`src/lrups_pkg.sv`:
```
package lrups_pkg;

    // Number of page frames held in the recency stack.
    localparam int FRAMES = 16;
    // Width of a stored page number.
    localparam int PAGE_BITS = 20;

    // Width of the stream fields.
    localparam int PAGE_ID_W = 20;
    localparam int STATUS_W = 3;
    localparam int OCC_W = 5;

    // Width of the fill count, which must also hold FRAMES itself.
    localparam int COUNT_BITS = $clog2(FRAMES + 1);
    // Width of an index into the row of cells.
    localparam int IDX_BITS = (FRAMES > 1) ? $clog2(FRAMES) : 1;

    // Result status codes.
    localparam logic [STATUS_W-1:0] ST_HIT_MOVED   = 3'd0;
    localparam logic [STATUS_W-1:0] ST_MISS_INSERT = 3'd1;
    localparam logic [STATUS_W-1:0] ST_EVICTED     = 3'd2;
    localparam logic [STATUS_W-1:0] ST_EVICT_EMPTY = 3'd3;
    localparam logic [STATUS_W-1:0] ST_INSERT_DROP = 3'd4;

    // Command codes.
    localparam logic CMD_TOUCH = 1'b0;
    localparam logic CMD_EVICT = 1'b1;

    typedef logic [PAGE_BITS-1:0] t_page;
    typedef logic [COUNT_BITS-1:0] t_count;

    // Control broadcast from the top level to every cell.
    typedef struct packed {
        logic  touch;
        t_page page;
    } t_cell_ctrl;

endpackage

```
`src/lru_page_recency_stack.sv`:
```
// LRU page recency stack. Holds up to FRAMES distinct page numbers ordered by
// recency in a row of compare-and-shift cells, cell 0 holding the most recently
// used page and cell count-1 the least recently used one. A touch beat (tuser 0)
// moves the page to the most recent end, inserting it on a miss and dropping the
// oldest page when the stack is full; an evict beat (tuser 1) removes and reports
// the least recently used page. Every input beat yields exactly one output beat.
// To resolve a beat, all cells compare against the page at
// once, a hit flag ripples along the row, and the row shifts at the next edge,
// so one beat is accepted per cycle while the output register is free or being
// drained. After reset the stack is empty and ready at once.
module lru_page_recency_stack (
    input  logic        i_clk,
    input  logic        i_rst_n,
    // Input stream.
    input  logic        s_axis_tvalid,
    output logic        s_axis_tready,
    input  logic [23:0] s_axis_tdata,  // [19:0] page_id, [23:20] zero
    input  logic [0:0]  s_axis_tuser,  // [0] cmd
    // Result stream.
    output logic        m_axis_tvalid,
    input  logic        m_axis_tready,
    output logic [31:0] m_axis_tdata,  // [19:0] out_page, [24:20] occupancy, [31:25] zero
    output logic [2:0]  m_axis_tuser   // [2:0] status
);
    import lrups_pkg::*;

    // Control state.
    t_count r_count;
    t_count n_count;
    logic   r_m_valid;

    // Result payload register.
    logic [STATUS_W-1:0]  r_status;
    logic [STATUS_W-1:0]  n_status;
    logic [PAGE_ID_W-1:0] r_out_page;
    logic [PAGE_ID_W-1:0] n_out_page;
    logic [OCC_W-1:0]     r_occ;

    logic       w_accept;
    t_cell_ctrl w_ctrl;
    t_page      w_entry [FRAMES];
    t_page      w_prev  [FRAMES];
    logic       w_hit   [FRAMES+1];
    logic       w_valid [FRAMES];
    t_count     w_last;
    t_page      w_lru;

    // A new beat is taken whenever the output register is empty or being drained.
    assign s_axis_tready = !r_m_valid || m_axis_tready;
    assign w_accept      = s_axis_tvalid && s_axis_tready;

    assign w_ctrl.touch = w_accept && (s_axis_tuser[0] == CMD_TOUCH);
    assign w_ctrl.page  = PAGE_BITS'(s_axis_tdata[PAGE_ID_W-1:0]);

    // The hit flag enters the row clear at the most recent end.
    assign w_hit[0] = 1'b0;

    genvar g;
    generate
        for (g = 0; g < FRAMES; g++) begin : g_cell
            assign w_valid[g] = (r_count > COUNT_BITS'(g));
            if (g == 0) begin : g_head
                assign w_prev[g] = w_ctrl.page;
            end else begin : g_body
                assign w_prev[g] = w_entry[g-1];
            end
            lrups_cell u_cell (
                .i_clk       (i_clk),
                .i_ctrl      (w_ctrl),
                .i_valid     (w_valid[g]),
                .i_prev      (w_prev[g]),
                .i_hit_below (w_hit[g]),
                .o_entry     (w_entry[g]),
                .o_hit_upto  (w_hit[g+1])
            );
        end
    endgenerate

    // The least recently used page sits in the last occupied cell.
    assign w_last = r_count - COUNT_BITS'(1);
    assign w_lru  = w_entry[w_last[IDX_BITS-1:0]];

    always_comb begin
        n_count    = r_count;
        n_status   = ST_HIT_MOVED;
        n_out_page = '0;
        if (s_axis_tuser[0] == CMD_EVICT) begin
            if (r_count == '0) begin
                n_status = ST_EVICT_EMPTY;
            end else begin
                n_status   = ST_EVICTED;
                n_out_page = PAGE_ID_W'(w_lru);
                n_count    = r_count - COUNT_BITS'(1);
            end
        end else if (w_hit[FRAMES]) begin
            n_status = ST_HIT_MOVED;
        end else if (r_count == COUNT_BITS'(FRAMES)) begin
            // The oldest page falls off the end of the row as the new one enters.
            n_status   = ST_INSERT_DROP;
            n_out_page = PAGE_ID_W'(w_lru);
        end else begin
            n_status = ST_MISS_INSERT;
            n_count  = r_count + COUNT_BITS'(1);
        end
    end

    always_ff @(posedge i_clk) begin
        if (!i_rst_n) begin
            r_count   <= '0;
            r_m_valid <= 1'b0;
        end else begin
            if (w_accept) begin
                r_count   <= n_count;
                r_m_valid <= 1'b1;
            end else if (m_axis_tready) begin
                r_m_valid <= 1'b0;
            end
        end
    end

    always_ff @(posedge i_clk) begin
        if (w_accept) begin
            r_status   <= n_status;
            r_out_page <= n_out_page;
            r_occ      <= OCC_W'(n_count);
        end
    end

    assign m_axis_tvalid = r_m_valid;
    assign m_axis_tdata  = {7'd0, r_occ, r_out_page};
    assign m_axis_tuser  = r_status;

endmodule

```
`src/lrups_cell.sv`:
```
module lrups_cell (
    input  logic                i_clk,
    input  lrups_pkg::t_cell_ctrl i_ctrl,
    input  logic                i_valid,
    input  lrups_pkg::t_page    i_prev,
    input  logic                i_hit_below,
    output lrups_pkg::t_page    o_entry,
    output logic                o_hit_upto
);
    import lrups_pkg::*;

    t_page r_entry;
    logic  w_match;

    // This cell holds the referenced page.
    assign w_match    = i_valid && (r_entry == i_ctrl.page);
    assign o_hit_upto = i_hit_below | w_match;
    assign o_entry    = r_entry;

    // On a touch every cell up to and including the hit (or all cells on a
    // miss) takes the entry of its more recent neighbor; cells past the hit hold.
    always_ff @(posedge i_clk) begin
        if (i_ctrl.touch && !i_hit_below) begin
            r_entry <= i_prev;
        end
    end

endmodule

```
`config.mk`:
```
export PLATFORM = sky130hd
export DESIGN_NAME = lru_page_recency_stack
export DESIGN_NICKNAME = d
export VERILOG_FILES = /design/src/lrups_pkg.sv /design/src/lru_page_recency_stack.sv /design/src/lrups_cell.sv
export SDC_FILE = /design/constraint.sdc
export NUM_CORES = 1
export LEC_CHECK = 0
export BUFFER_PORTS_ARGS = -buffer_cell sky130_fd_sc_hd__buf_4
export CORE_ASPECT_RATIO = 0.75
export CORE_MARGIN = 2
export CORE_UTILIZATION = 60
export DETAILED_ROUTE_END_ITERATION = 6
export PLACE_DENSITY = 0.78
export SLEW_MARGIN = 20
export SYNTH_ARGS = -nofsm -noshare
export SYNTH_HDL_FRONTEND = slang
export SYNTH_SLANG_ARGS = --single-unit
```
`constraint.sdc`:
```
create_clock -name i_clk -period 13.8 [get_ports i_clk]
set_input_delay 2.76 -clock i_clk [delete_from_list [all_inputs] [get_ports i_clk]]
set_output_delay 2.76 -clock i_clk [all_outputs]
set_load 0.005 [all_outputs]
```
==> out/results.tsv <==
metric	value	unit
status	finished, final reports clean	
Critical Path RT	11.04	ns
Int Pwr	2.055	mW
Initial Util	60.40	%
number of vias per cell	6.412	
sequential element share of the synthesized area	58.46	%
Max FO, Critical Path	3	
Power Total	2.818	mW
critical path launch point type	primary input	
Clk pwr share	33.8	%
CTS root buffer	clkbuf_16	
Die Area	31550	um^2
Crit. End Element	output pin	
Hold Path End	g_cell[7].u_cell.o_entry[13]	
first-pass GRT wire length	65.25	mm
CTS tree	yes	
final antenna-violating net count	0	
Hold Vio Cnt, Final	0	
GP Congestion	0.9656	
Die H	154.3	um
DRT Pass-1 Iters	6	
total gr overflow	0	
DR WL/cell	28.27	um
vias in the first global route	10201	
Met1 Wirelength	17.66	mm
Final Util	65.28	%
Die W	204.5	um
CTS hold repair buffers	0	
setup TNS	0	ns
worst r2r src	r_count[0]	
clk slew on worst S/H paths	0.06	ns
Final Cycle Share	42.93	%
DRT Wirelength	44.66	mm
largest net degree at the start of global routing	61	
clk buf depth	3	
final setup margin	7.876	ns
initial drt markers	1115	
Tmin final	5.924	ns
Gate power share	19.9	%
worst slew pin tran	0.9642	ns
DRC	0	
Sw Share	27.09	%
FP Rows	55	
initial antenna violation count	1	
Slew Limit Fails	0	
commonest non-fill, non-tap cell in the layout	edfxtp_1	
Worst Hold Class	reg -> reg	
DP HPWL	33.32	mm
Flop pwr share	46.3	%
share of cells above drive strength 1	20.59	%
Peak VDD IR	0.1281	mV
H-tree level count	2	
Max Freq	168.8	MHz
via count	10131	
Final Skew	0.01549	ns
RSZ-0062 raised after global routing	no	
number of port buffers	54	
Netlist cell types	65	
Ys Warns	0	
Worst R2R End	g_cell[12].u_cell.o_entry[7]	
slew margin rel.	35.72	%
maxcap violations	0	
number of enable flip-flop cells after synthesis	348	
Total GRT Usage	28.99	%
clk sink count	354	
Worst EP arrival	3.16	ns
flops & latches, synth	354	
number of placed I/O pins	66	
Switch Pwr	0.7636	mW
Synth async-reset ratio	0	%
Worst Hold Depth	0	
post-CTS setup buffers	0	
Detail Route met2 WL	21.28	mm
syn_area_per_cell	16.12	um^2
# nets final	1192	
PwrDens	144.2	nW/um^2
Post-CTS Resized	0	
Reg2Reg Setup Slack	9.41	ns
CORE AREA	29940	um^2
hold wc startpoint	g_cell[6].u_cell.o_entry[13]	
worst skew pair latency	0.53	ns
Area growth, synth to finish	8.083	%
Final setup viols	0	
cell area after synthesis	18080	um^2
Synth Flop Type	edfxtp_1	
leakage	6.546	nW
met3 WL post-DR	4.591	mm
most frequent cells in the layout	348 x edfxtp_1, 275 x xor2_1, 100 x mux4_2, 69 x buf_4, 68 x nor4_1	
cells on worst reg2reg path	11	
Highest Signal Layer	met4	
CTS Buf Count	37	
Place WS	7.663	ns
critical path class	in -> out	
Synth Instances	1122	
[worst max-delay path, stage by stage]
cell and delay, ns:
buf_4 0.10, nand2b_1 0.16, buf_4 0.14
[layout make-up]
| type | instances | area [um^2] |
|---|---|---|
| multi-input cells | 685 | 6802 |
| repair buffers | 69 | 518.0 |
| clock inverters | 14 | 142.6 |
| well taps | 399 | 499.2 |
| inverters | 10 | 37.54 |
| fillers | 2070 | 10390 |
| flip-flops and latches | 354 | 10570 |
| diodes | 1 | 2.502 |
| clock buffers | 48 | 967.2 |
[through the flow]
stage	std cells	hold slack (ns)	instance area (um^2)
after floorplan	1128	0.4651	18100
after global placement	1517	0.4697	18430
after detailed placement	1517	0.4782	18430
after CTS	1579	0.4880	19540
after global routing	1579	0.4982	19540
final	1580	0.4852	19540
[flip-flops by register name (all words and copies together) (netlist names)]
register / cells
m_axis_tvalid: 1
r_out_page: 20
g_cell.u_cell.o_entry: 320
r_occ: 5
r_count: 5
m_axis_tuser: 3
[cell usage after synthesis, types with 3 or more instances]
cell      number  area, um^2
xor2_1       275        2409
buf_4         13       97.59
buf_6         21       236.5
nor4_1        69       431.7
mux4_2       100        2252
nor2b_1       21       131.4
nand2_1       14       52.55
clkbuf_1      12       45.04
o21ai_0       10       50.05
nand4_1       26       162.7
nor3_1        10       50.05
edfxtp_1     348       10450
nor3_2         5       50.05
buf_8          3       45.04
dfxtp_1        6       120.1
nand3_1        8       40.04
a21oi_1       10       50.05
xnor2_1       47       411.6
buf_2         18       90.09
inv_1          9       33.78
nor2_1        28       105.1
ha_1           6       75.07
buf_12        11       220.2
[worst max path at each step]
stage	cells after the start	from	end
2_1_floorplan	11	s_axis_tdata[19]	g_cell[13].u_cell.o_entry[0]
3_3_place_gp	10	s_axis_tdata[19]	g_cell[11].u_cell.o_entry[7]
4_1_cts	3	m_axis_tready	s_axis_tready
3_5_place_dp	10	s_axis_tdata[19]	g_cell[11].u_cell.o_entry[7]
6_report	3	m_axis_tready	s_axis_tready
5_1_grt	3	m_axis_tready	s_axis_tready
[power groups by stage]
| stage | Clock [mW] | Combinational, mW | Sequential, mW |
|---|---|---|---|
| after global placement | 0 | 0.544 | 1.32 |
| after global routing | 1.00 | 0.586 | 1.31 |
| after floorplan | 0 | 0.400 | 1.30 |
| after CTS | 0.962 | 0.555 | 1.30 |
| after detailed placement | 0 | 0.552 | 1.33 |
| final | 0.952 | 0.561 | 1.31 |
[per-layer routing]
metal | up-vias | track usage, %
li1 | 4355 | -
met1 | 5140 | 41.32
met2 | 566 | 45.96
met3 | 70 | 5.984
met4 | 0 | 8.040
met5 | - | 0
[logic make-up (layout without fill, tap and decap cells)]
group,after synthesis,after routing,synth area share (%)
DFF,354,354,58.46
and+or+nand+nor,197,197,6.456
buffers and inverters,89,141,4.290
muxes,101,101,12.51
xor gates and xnor gates,324,324,15.78
other,1,8,0.02074
AOI/OAI and AO/OA,50,50,2.069
adders and majority gates,6,6,0.4152
(Power assumes the default switching activity.)
